`config.mk`:
```
export PLATFORM = sky130hd
export DESIGN_NAME = lru_run_length_pixel_decoder
export DESIGN_NICKNAME = d
export VERILOG_FILES = /design/src/rtl/core/rlpd_pkg.sv /design/src/rtl/core/rlpd_front.sv /design/src/rtl/core/rlpd_cmd_fifo.sv /design/src/rtl/core/rlpd_back.sv /design/src/rtl/core/lru_run_length_pixel_decoder.sv
export SDC_FILE = /design/constraint.sdc
export NUM_CORES = 1
export LEC_CHECK = 0
export BUFFER_PORTS_ARGS = -buffer_cell sky130_fd_sc_hd__buf_4
export CAP_MARGIN = 20
export CORE_UTILIZATION = 38
export DETAILED_ROUTE_END_ITERATION = 12
export PLACE_DENSITY = 0.54
export SETUP_SLACK_MARGIN = 0.05
export SKIP_CTS_REPAIR_TIMING = 1
export SLEW_MARGIN = 10
export SYNTH_ARGS = -nofsm -noshare
export SYNTH_HDL_FRONTEND = slang
export SYNTH_SLANG_ARGS = --single-unit
```
`constraint.sdc`:
```
create_clock -name clock -period 13.19 [get_ports clock]
set_input_delay 0.6595 -clock clock [delete_from_list [all_inputs] [get_ports clock]]
set_output_delay 0.6595 -clock clock [all_outputs]
set_load 0.01 [all_outputs]
```
`src/rtl/core/rlpd_pkg.sv`:
```
// Shared types, constants and helper function of the run-length pixel decoder.
package rlpd_pkg;

   localparam int CACHE_ENTRIES   = 15;
   localparam int MAX_PIXEL_BYTES = 3;
   localparam int CMD_DEPTH       = 4;
   localparam int CMD_PTR_W       = $clog2(CMD_DEPTH);
   localparam int CMD_CNT_W       = $clog2(CMD_DEPTH + 1);

   localparam logic [7:0] RAW_HEADER    = 8'hff;
   localparam logic [3:0] MISS_INDEX    = 4'hf;
   localparam logic [3:0] EXT_RUN       = 4'hf;
   localparam logic [8:0] EXT_RUN_BIAS  = 9'h00e + 9'd1;
   localparam logic [3:0] PRESET_SPLIT  = 4'd7;
   localparam logic [3:0] LAST_ENTRY    = 4'(CACHE_ENTRIES - 1);

   localparam logic [1:0] CSR_LINE_WIDTH  = 2'd0;
   localparam logic [1:0] CSR_LINE_COUNT  = 2'd1;
   localparam logic [1:0] CSR_PIXEL_BYTES = 2'd2;

   typedef enum logic [1:0] {
      ST_RUN    = 2'd0,
      ST_RAW    = 2'd1,
      ST_BAD    = 2'd2,
      ST_REPORT = 2'd3
   } status_type;

   typedef enum logic [1:0] {
      OP_NONE = 2'd0,
      OP_USE  = 2'd1,
      OP_PUSH = 2'd2
   } cache_op_type;

   typedef struct packed {
      logic         preset;
      logic [1:0]   pixel_bytes;
      cache_op_type cache_op;
      logic [3:0]   index;
      logic [23:0]  pixel;
      logic         emit;
      status_type   status;
      logic [8:0]   run_length;
      logic         line_end;
      logic         image_done;
      logic         image_incomplete;
   } cmd_type;

   // Preset entries: the lowest values at the front, the largest values at the back.
   function automatic logic [23:0] preset_value(input logic [3:0] entry,
                                                input logic [1:0] pixel_bytes);
      logic [23:0] mask;
      case (pixel_bytes)
         2'd1:    mask = 24'h0000ff;
         2'd2:    mask = 24'h00ffff;
         default: mask = 24'hffffff;
      endcase
      if (entry < PRESET_SPLIT) begin
         return {20'd0, entry};
      end
      return mask - {20'd0, LAST_ENTRY - entry};
   endfunction

endpackage

```
`src/rtl/core/rlpd_front.sv`:
```
// Front part: configuration registers, byte parser and line bookkeeping.
module rlpd_front import rlpd_pkg::*; (
   input  logic          clock,
   input  logic          reset,
   input  logic          csr_write,
   input  logic [1:0]    csr_index,
   input  logic [15:0]   csr_data,
   input  logic          accept,
   input  logic [7:0]    data_byte,
   input  logic          first_byte,
   input  logic          final_byte,
   output logic          cmd_valid,
   output cmd_type       cmd
);

   typedef enum logic [2:0] {
      PH_HEADER,
      PH_RAW,
      PH_TOKEN,
      PH_EXT,
      PH_PIXEL
   } phase_type;

   logic [15:0] line_width_ff;
   logic [15:0] line_count_ff;
   logic [1:0]  pixel_bytes_ff;

   phase_type   phase_ff, phase_in, cur_phase;
   logic [15:0] pixels_ff, pixels_in, cur_pixels;
   logic [17:0] raw_ff, raw_in, cur_raw;
   logic [15:0] lines_ff, lines_in, cur_lines;
   logic [8:0]  run_ff, run_in, cur_run;
   logic [3:0]  index_ff, index_in, cur_index;
   logic [23:0] gather_ff, gather_in, cur_gather;
   logic [1:0]  count_ff, count_in, cur_count;
   logic        error_ff, error_in, cur_error;

   logic [1:0]  eff_bytes;
   logic [17:0] raw_total;
   logic        result;
   logic        finish;
   logic        finish_hit;
   logic        line_done;
   logic [1:0]  count_next;

   assign eff_bytes = (pixel_bytes_ff == 2'd0) ? 2'd1 : pixel_bytes_ff;
   assign raw_total = {2'd0, line_width_ff} * {16'd0, eff_bytes};

   always_comb begin
      cur_phase  = first_byte ? PH_HEADER : phase_ff;
      cur_pixels = first_byte ? 16'd0 : pixels_ff;
      cur_raw    = first_byte ? 18'd0 : raw_ff;
      cur_lines  = first_byte ? line_count_ff : lines_ff;
      cur_run    = first_byte ? 9'd0 : run_ff;
      cur_index  = first_byte ? 4'd0 : index_ff;
      cur_gather = first_byte ? 24'd0 : gather_ff;
      cur_count  = first_byte ? 2'd0 : count_ff;
      cur_error  = first_byte ? 1'b0 : error_ff;

      phase_in   = cur_phase;
      pixels_in  = cur_pixels;
      raw_in     = cur_raw;
      lines_in   = cur_lines;
      run_in     = cur_run;
      index_in   = cur_index;
      gather_in  = cur_gather;
      count_in   = cur_count;
      error_in   = cur_error;

      result     = 1'b0;
      finish     = 1'b0;
      finish_hit = 1'b0;
      line_done  = 1'b0;
      count_next = cur_count + 2'd1;

      cmd = '0;
      cmd.pixel_bytes = eff_bytes;
      cmd.cache_op    = OP_NONE;
      cmd.status      = ST_REPORT;

      if (!cur_error && cur_lines != 16'd0) begin
         case (cur_phase)
            PH_HEADER: begin
               if (data_byte == RAW_HEADER) begin
                  raw_in = raw_total;
                  if (raw_total == 18'd0) begin
                     line_done = 1'b1;
                  end else begin
                     phase_in = PH_RAW;
                  end
               end else begin
                  cmd.preset = 1'b1;
                  pixels_in  = line_width_ff;
                  if (line_width_ff == 16'd0) begin
                     line_done = 1'b1;
                  end else begin
                     phase_in = PH_TOKEN;
                  end
               end
            end
            PH_RAW: begin
               result     = 1'b1;
               cmd.status = ST_RAW;
               cmd.pixel  = {16'd0, data_byte};
               if (cur_raw != 18'd0) begin
                  raw_in = cur_raw - 18'd1;
               end
               if (raw_in == 18'd0) begin
                  cmd.line_end = 1'b1;
                  line_done    = 1'b1;
               end
            end
            PH_TOKEN: begin
               index_in  = data_byte[3:0];
               gather_in = 24'd0;
               count_in  = 2'd0;
               if (data_byte[7:4] == EXT_RUN) begin
                  run_in   = {5'd0, data_byte[7:4]};
                  phase_in = PH_EXT;
               end else begin
                  run_in = {5'd0, data_byte[7:4]} + 9'd1;
                  if (data_byte[3:0] == MISS_INDEX) begin
                     phase_in = PH_PIXEL;
                  end else begin
                     finish     = 1'b1;
                     finish_hit = 1'b1;
                  end
               end
            end
            PH_EXT: begin
               run_in = {1'b0, data_byte} + EXT_RUN_BIAS;
               if (cur_index == MISS_INDEX) begin
                  phase_in = PH_PIXEL;
               end else begin
                  finish     = 1'b1;
                  finish_hit = 1'b1;
               end
            end
            PH_PIXEL: begin
               gather_in = {cur_gather[15:0], data_byte};
               count_in  = count_next;
               if (count_next >= eff_bytes) begin
                  count_in = 2'd0;
                  finish   = 1'b1;
               end
            end
            default: begin
               phase_in = PH_HEADER;
            end
         endcase

         if (finish) begin
            result       = 1'b1;
            cmd.cache_op = finish_hit ? OP_USE : OP_PUSH;
            cmd.index    = index_in;
            cmd.pixel    = gather_in;
            if ({7'd0, run_in} > cur_pixels) begin
               error_in   = 1'b1;
               cmd.status = ST_BAD;
            end else begin
               pixels_in      = cur_pixels - {7'd0, run_in};
               cmd.status     = ST_RUN;
               cmd.run_length = run_in;
               if (pixels_in == 16'd0) begin
                  cmd.line_end = 1'b1;
                  line_done    = 1'b1;
               end else begin
                  phase_in = PH_TOKEN;
               end
            end
         end

         if (line_done) begin
            lines_in = cur_lines - 16'd1;
            phase_in = PH_HEADER;
         end
      end

      cmd.emit             = result || final_byte;
      cmd.image_done       = !error_in && lines_in == 16'd0;
      cmd.image_incomplete = final_byte && !cmd.image_done;
      cmd_valid = cmd.emit || cmd.preset || cmd.cache_op != OP_NONE;
   end

   always_ff @(posedge clock) begin
      if (reset) begin
         line_width_ff  <= 16'd1;
         line_count_ff  <= 16'd0;
         pixel_bytes_ff <= 2'd1;
         phase_ff       <= PH_HEADER;
         pixels_ff      <= 16'd0;
         raw_ff         <= 18'd0;
         lines_ff       <= 16'd0;
         run_ff         <= 9'd0;
         index_ff       <= 4'd0;
         gather_ff      <= 24'd0;
         count_ff       <= 2'd0;
         error_ff       <= 1'b0;
      end else begin
         if (csr_write) begin
            case (csr_index)
               CSR_LINE_WIDTH:  line_width_ff  <= csr_data;
               CSR_LINE_COUNT:  line_count_ff  <= csr_data;
               CSR_PIXEL_BYTES: pixel_bytes_ff <= csr_data[1:0];
               default: ;
            endcase
         end
         if (accept) begin
            phase_ff  <= phase_in;
            pixels_ff <= pixels_in;
            raw_ff    <= raw_in;
            lines_ff  <= lines_in;
            run_ff    <= run_in;
            index_ff  <= index_in;
            gather_ff <= gather_in;
            count_ff  <= count_in;
            error_ff  <= error_in;
         end
      end
   end

endmodule

```
`src/rtl/core/rlpd_cmd_fifo.sv`:
```
// Short command queue between the parser and the cache back end.
module rlpd_cmd_fifo import rlpd_pkg::*; (
   input  logic    clock,
   input  logic    reset,
   input  logic    push,
   input  cmd_type push_cmd,
   output logic    full,
   input  logic    pop,
   output cmd_type pop_cmd,
   output logic    empty
);

   cmd_type              slot_ff [CMD_DEPTH];
   logic [CMD_PTR_W-1:0] wr_ptr_ff, wr_ptr_in;
   logic [CMD_PTR_W-1:0] rd_ptr_ff, rd_ptr_in;
   logic [CMD_CNT_W-1:0] count_ff, count_in;
   logic                 do_push;
   logic                 do_pop;

   assign full    = count_ff == CMD_CNT_W'(CMD_DEPTH);
   assign empty   = count_ff == '0;
   assign do_push = push && !full;
   assign do_pop  = pop && !empty;
   assign pop_cmd = slot_ff[rd_ptr_ff];

   always_comb begin
      wr_ptr_in = do_push ? wr_ptr_ff + CMD_PTR_W'(1) : wr_ptr_ff;
      rd_ptr_in = do_pop ? rd_ptr_ff + CMD_PTR_W'(1) : rd_ptr_ff;
      count_in  = count_ff;
      if (do_push && !do_pop) begin
         count_in = count_ff + CMD_CNT_W'(1);
      end else if (do_pop && !do_push) begin
         count_in = count_ff - CMD_CNT_W'(1);
      end
   end

   always_ff @(posedge clock) begin
      if (reset) begin
         wr_ptr_ff <= '0;
         rd_ptr_ff <= '0;
         count_ff  <= '0;
      end else begin
         wr_ptr_ff <= wr_ptr_in;
         rd_ptr_ff <= rd_ptr_in;
         count_ff  <= count_in;
      end
   end

   always_ff @(posedge clock) begin
      if (do_push) begin
         slot_ff[wr_ptr_ff] <= push_cmd;
      end
   end

endmodule

```
`src/rtl/core/rlpd_back.sv`:
```
// Back part: move-to-front pixel cache and the result output register.
module rlpd_back import rlpd_pkg::*; (
   input  logic        clock,
   input  logic        reset,
   input  logic        cmd_valid,
   input  cmd_type     cmd,
   output logic        cmd_take,
   output logic        rsp_empty,
   input  logic        rsp_pop,
   output logic [1:0]  rsp_status,
   output logic [8:0]  rsp_run_length,
   output logic [23:0] rsp_pixel_value,
   output logic        rsp_cache_hit,
   output logic        rsp_line_end,
   output logic        rsp_image_done,
   output logic        rsp_image_incomplete
);

   logic [23:0] cache_ff [CACHE_ENTRIES];
   logic [23:0] cache_in [CACHE_ENTRIES];
   logic [23:0] hit_pixel;
   logic [23:0] out_pixel;
   logic        out_valid_ff, out_valid_in;

   assign cmd_take  = cmd_valid && (!out_valid_ff || rsp_pop);
   assign hit_pixel = cache_ff[cmd.index];
   assign rsp_empty = !out_valid_ff;

   always_comb begin
      for (int e = 0; e < CACHE_ENTRIES; e++) begin
         cache_in[e] = cache_ff[e];
         if (cmd.preset) begin
            cache_in[e] = preset_value(4'(e), cmd.pixel_bytes);
         end else if (cmd.cache_op == OP_USE) begin
            if (e == 0) begin
               cache_in[e] = hit_pixel;
            end else if (4'(e) <= cmd.index) begin
               cache_in[e] = cache_ff[e-1];
            end
         end else if (cmd.cache_op == OP_PUSH) begin
            cache_in[e] = (e == 0) ? cmd.pixel : cache_ff[e-1];
         end
      end

      case (cmd.status)
         ST_RUN:  out_pixel = (cmd.cache_op == OP_USE) ? hit_pixel : cmd.pixel;
         ST_RAW:  out_pixel = cmd.pixel;
         default: out_pixel = 24'd0;
      endcase

      out_valid_in = out_valid_ff && !rsp_pop;
      if (cmd_take) begin
         out_valid_in = cmd.emit;
      end
   end

   always_ff @(posedge clock) begin
      if (reset) begin
         out_valid_ff <= 1'b0;
      end else begin
         out_valid_ff <= out_valid_in;
      end
   end

   always_ff @(posedge clock) begin
      if (cmd_take) begin
         for (int e = 0; e < CACHE_ENTRIES; e++) begin
            cache_ff[e] <= cache_in[e];
         end
         if (cmd.emit) begin
            rsp_status           <= cmd.status;
            rsp_run_length       <= cmd.run_length;
            rsp_pixel_value      <= out_pixel;
            rsp_cache_hit        <= cmd.status == ST_RUN && cmd.cache_op == OP_USE;
            rsp_line_end         <= cmd.line_end;
            rsp_image_done       <= cmd.image_done;
            rsp_image_incomplete <= cmd.image_incomplete;
         end
      end
   end

endmodule

```
`src/rtl/core/lru_run_length_pixel_decoder.sv`:
```
// Top level of the move-to-front cache run-length pixel decoder.
//
//   channel  direction  handshake              word
//   req      in         push / full            data_byte, first_byte, final_byte
//   rsp      out        pop / empty            status, run_length, pixel_value, flags
//   csr      in         write, index, data     line_width, line_count, pixel_bytes
//
// One byte per cycle is accepted unless full; the parser decides its effect in that cycle.
// Results wait in the command queue behind earlier work, then enter the output register;
// the cache back end retires one command a cycle while that register is free or popped.
// Full rises only while the four-entry command queue is full because results wait.
// Reset is synchronous; the cache is loaded at each encoded line.
module lru_run_length_pixel_decoder import rlpd_pkg::*; (
   input  logic        clock,
   input  logic        reset,
   input  logic        csr_write,
   input  logic [1:0]  csr_index,
   input  logic [15:0] csr_data,
   input  logic        req_push,
   output logic        req_full,
   input  logic [7:0]  req_data_byte,
   input  logic        req_first_byte,
   input  logic        req_final_byte,
   output logic        rsp_empty,
   input  logic        rsp_pop,
   output logic [1:0]  rsp_status,
   output logic [8:0]  rsp_run_length,
   output logic [23:0] rsp_pixel_value,
   output logic        rsp_cache_hit,
   output logic        rsp_line_end,
   output logic        rsp_image_done,
   output logic        rsp_image_incomplete
);

   logic    accept;
   logic    front_valid;
   cmd_type front_cmd;
   cmd_type queue_cmd;
   logic    queue_empty;
   logic    back_take;

   assign accept = req_push && !req_full;

   rlpd_front u_front (
      .clock      (clock),
      .reset      (reset),
      .csr_write  (csr_write),
      .csr_index  (csr_index),
      .csr_data   (csr_data),
      .accept     (accept),
      .data_byte  (req_data_byte),
      .first_byte (req_first_byte),
      .final_byte (req_final_byte),
      .cmd_valid  (front_valid),
      .cmd        (front_cmd)
   );

   rlpd_cmd_fifo u_queue (
      .clock    (clock),
      .reset    (reset),
      .push     (accept && front_valid),
      .push_cmd (front_cmd),
      .full     (req_full),
      .pop      (back_take),
      .pop_cmd  (queue_cmd),
      .empty    (queue_empty)
   );

   rlpd_back u_back (
      .clock                (clock),
      .reset                (reset),
      .cmd_valid            (!queue_empty),
      .cmd                  (queue_cmd),
      .cmd_take             (back_take),
      .rsp_empty            (rsp_empty),
      .rsp_pop              (rsp_pop),
      .rsp_status           (rsp_status),
      .rsp_run_length       (rsp_run_length),
      .rsp_pixel_value      (rsp_pixel_value),
      .rsp_cache_hit        (rsp_cache_hit),
      .rsp_line_end         (rsp_line_end),
      .rsp_image_done       (rsp_image_done),
      .rsp_image_incomplete (rsp_image_incomplete)
   );

endmodule

```
==> summary.md <==
| Metric | Value |
|---|---|
| Outcome | `complete, no violations` |
| Avg Cell Area, Syn | `~12 um^2` |
| PortBufs | `73` |
| Slowest stage cell, crit path | `a21oi_1` |
| Max-cap violations | `0` |
| Max_slew headroom | `24.5%` |
| CP Capture Type | `flip-flop` |
| Tmin final | `approximately 6200 ps` |
| RSZ-0062 raised after global routing | `false` |
| Largest family of logic cells by synthesized area | `simple AND/OR/NAND/NOR gates` |
| Final net count | `around 3000` |
| Row Count | `111` |
| Crit-path cells | `nand2b_1 -> and2_1 -> ha_1 -> inv_1 -> fa_1 -> nor2b_1 -> o31a_1 -> o211ai_1 -> o21ai_0 -> xnor2_1 -> nand4b_1 -> or4_1 -> a21oi_1 -> nand4b_1 -> a2111oi_2 -> a31oi_1` |
| Crit path max fanout | `23` |
| Number of buffers and inverters on the critical path | `1` |
| Number of global-route vias before repair | `24100` |
| Reg2reg path depth | `16` |
| CTS tree | `yes` |
| EDFF count, synth | `just under 600` |
| Cells after Synth | `between 2000 and 3000` |
| Synth Area in Simple Gates | `14.0%` |
| Kind of critical path | `flip-flop to flip-flop` |
| R2R Path End | `u_queue.slot_ff[0][0]$_DFFE_PP_` |
| Worst-path clk slew | `roughly 60 ps` |
| Critical Path Source Type | `flip-flop` |
| Warnings, synthesis | `0` |
| Layout cells sized above 1 | `between 10 and 15%` |
| Worst reg-to-reg setup slack | `slightly below 7000 ps` |
| Initial antenna violation count | `1` |
| Worst slew pin tran | `1130 ps` |
| Starting Density | `about two fifths` |
| Sum Neg Setup Slack | `0 ps` |
| Clk Latency, worst-skew pair | `670 ps` |
| Post-detail-place hpwl | `about 61000 um` |
| Hold Crit Class | `input pin to flip-flop` |
| Clock sinks | `728` |
| Critical Path End | `u_queue.slot_ff[0][0]$_DFFE_PP_` |
| Deepest clock path buffer count | `3` |
| Area leader, netlist | `edfxtp_1` |
| GRT Residual Overflow | `0` |
| Post-Synth Adder-Cell Area | `around 1.5%` |
| Mux share of post-synthesis cell area | `a little under a tenth` |
| Slew Limit Fails | `0` |
| Endpoints failing hold | `0` |
| Stages on worst setup path | `16` |
| WHS | `about 250 ps` |
| ANT cells | `0` |
| Period utilization | `a little under half` |
| XOR/XNOR Fraction of Synth Area | `under 10%` |
| Lkg Pwr | `14.2 nW` |
| Max stage delay on crit path | `approximately 800 ps` |
| Die W | `roughly 310 um` |
| Core area | `0.0919 mm^2` |
| Die area | `roughly 0.094 mm^2` |
| #FFs+latches synth | `about 730` |
| CP arrival | `between 6000 and 7000 ps` |
| Critical Path RT | `13570 ps` |
| IO Count | `74` |
| WL final | `97200 um` |
| CTS Buf Count | `between 80 and 90` |
| GP Congestion | `just under 0.9` |
| Cells after DPL | `between 4000 and 5000` |
| Starting DRT DRC Count | `about 2000` |
| Primary FF master, synth | `edfxtp_1` |
| First-pass GRT wire length | `~150000 um` |
| Vias per cell | `about 5.7` |
| Fmax | `160 MHz` |
| Synth-to-Final Area Change | `12.9%` |
| Delay-heaviest family, CP | `compound AO/OA/AOI/OAI gates` |
| Pin count of the biggest net entering global routing | `between 200 and 300` |
| Syn nets | `3022` |
| Post-route non-filler standard cell count | `4241` |
| Synth top area share | `50.2%` |
| Worst r2r src | `u_front.pixel_bytes_ff[1]$_SDFFE_PP0P_` |
| Complex-gate fraction of the synthesized area | `about an eighth` |
| WL/cell | `between 20 and 25 um` |
| # setup viols final | `0` |
| Sequential share of the synthesized area | `57.9%` |
| Mapped cell area | `around 0.035 mm^2` |
| Die Span Y | `between 300 and 400 um` |
| Power density over cell area | `~250 mW/mm^2` |
| Number of remaining DRC errors | `0` |
| Finished Core Util | `~43%` |
| Async SR Flop Fraction | `0%` |
| Crit path from | `u_front.pixel_bytes_ff[1]$_SDFFE_PP0P_` |
| Total number of vias | `between 20000 and 25000` |
| Number of routed nets with antenna violations | `0` |
| Unique masters post-synth | `between 80 and 90` |
| Total Power | `a little under 0.01 W` |
| Peak VDD IR | `265 uV` |
| Top cell by count, worst path | `nand4b_1` |
| FILL cells | `about 8600` |
| Largest cells by area after synthesis | `edfxtp_1 (50%), dfxtp_1 (7.8%), mux4_2 (7.3%)` |
| Clk_skew | `45.6 ps` |
| Initial DRT Pass Iterations | `6` |
| H-tree depth | `3` |
| Root Buffer | `clkbuf_16` |
| Total GRT Usage | `20.5%` |
cell families (layout without fill, tap and decap cells):
| group | Yosys count | count (layout) |
|---|---|---|
| AO/OA/AOI/OAI | 703 | 703 |
| XOR/XNOR | 42 | 42 |
| multiplexers | 183 | 183 |
| AND/OR/NAND/NOR | 989 | 989 |
| adder cells (fa/ha/maj) | 40 | 40 |
| buffers and inverters | 264 | 313 |
| flip-flops | 728 | 728 |
worst register-to-register path, cell delays in order, from the launching register on:
cell and delay, ps:
dfxtp_1 770, nand2b_1 550, and2_1 340, ha_1 210, inv_1 80, fa_1 210
nor2b_1 80, o31a_1 300, o211ai_1 250, o21ai_0 260, xnor2_1 340, nand4b_1 120
or4_1 750, a21oi_1 780, nand4b_1 260, a2111oi_2 450, a31oi_1 200
report_power, final:
part / switching [W] / internal (W)
sequential: 0.000362 / 0.00366
clock: 0.000974 / 0.00135
combinational: 0.00220 / 0.00129
through the flow:
stage | setup slack (ps) | instance area (um^2)
6_report | 6950 | 39900
5_1_grt | 6310 | 39900
4_1_cts | 6940 | 39900
3_5_place_dp | 6550 | 37200
3_3_place_gp | 6430 | 37200
2_1_floorplan | 6800 | 35400
synth_stat cells (28+ instances only):
cell type and n:
edfxtp_1 591, a211oi_1 68, nor2_1 282, buf_1 29, ha_1 37, nand2b_1 77
nor2b_1 28, nor3_1 34, dfxtp_1 137, mux4_2 115, mux2i_1 55, nor4_1 44
a21oi_1 209, inv_1 34, o21ai_0 64, clkbuf_1 193, and2_1 191, a22oi_1 62
a21o_1 137, nand2_1 226
final cells by class:
type | instances | area [um^2] | area share, %
Clock inverter | 43 | 470 | 1.18
Sequential cell | 728 | 20500 | 51.3
Inverter | 34 | 128 | 0.320
Clock buffer | 108 | 2250 | 5.64
Multi-Input combinational cell | 1957 | 14000 | 35.1
Tap cell | 1243 | 1560 | 3.90
Timing Repair Buffer | 128 | 993 | 2.49
layer usage:
metal,GRT usage (%),routed length (um),vias up
li1,-,-,11100
met1,27.9,43200,12300
met2,33.9,46900,690
met3,2.96,4680,147
met4,6.35,2460,2
met5,0,13,-
state kept, by name, summed over array words and instances, names as in the netlist, 2 cells and up, named ones only:
name	count
u_back.cache_ff	360
u_queue.slot_ff	192
u_back.rsp_pixel_value	24
u_front.gather_ff	24
u_front.raw_ff	18
u_front.line_count_ff	16
u_front.line_width_ff	16
u_front.lines_ff	16
u_front.pixels_ff	16
u_back.rsp_run_length	9
u_front.run_ff	9
u_front.index_ff	4
u_front.phase_ff	3
u_queue.count_ff	3
u_back.rsp_status	2
u_front.count_ff	2
u_front.pixel_bytes_ff	2
u_queue.rd_ptr_ff	2
u_queue.wr_ptr_ff	2
layout by cell type (no fill, tap or decap), types with 15 or more instances in the layout:
cell       netlist  final
clkinv_2         0     15
mux4_2         115    113
nand3_1         20     20
clkbuf_1       193     19
inv_1           34     33
nor4_1          44     44
xor2_1          17     17
a21o_1         137    136
a311oi_1        26     26
nor3_1          34     33
a21oi_1        209    201
edfxtp_1       591    591
nor2b_1         28     27
clkbuf_16        0     85
nand2b_1        77     75
a22oi_1         62     62
mux2i_1         55     55
xnor2_1         25     25
dfxtp_1        137    135
buf_4            0    126
nor2_1         282    281
and2_1         191    186
ha_1            37     37
nand2_1        226    226
a211oi_1        68     67
o21ai_0         64     61
worst min path at each step:
stage / from / end / slack, ps / depth (start not counted)
after CTS: csr_data[13] / u_front.line_count_ff[13]$_SDFFE_PP0P_ / 220 / 3
after floorplan: u_front.pixels_ff[6]$_SDFFE_PP0P_ / u_front.pixels_ff[6]$_SDFFE_PP0P_ / 430 / 2
after detailed placement: u_front.lines_ff[13]$_SDFFE_PP0P_ / u_front.lines_ff[13]$_SDFFE_PP0P_ / 440 / 2
after global routing: csr_data[1] / u_front.line_count_ff[1]$_SDFFE_PP0P_ / 240 / 3
after global placement: u_front.pixels_ff[5]$_SDFFE_PP0P_ / u_front.pixels_ff[5]$_SDFFE_PP0P_ / 440 / 2
final: csr_data[13] / u_front.line_count_ff[13]$_SDFFE_PP0P_ / 250 / 3
No activity file was read; power rests on OpenSTA's default activity.
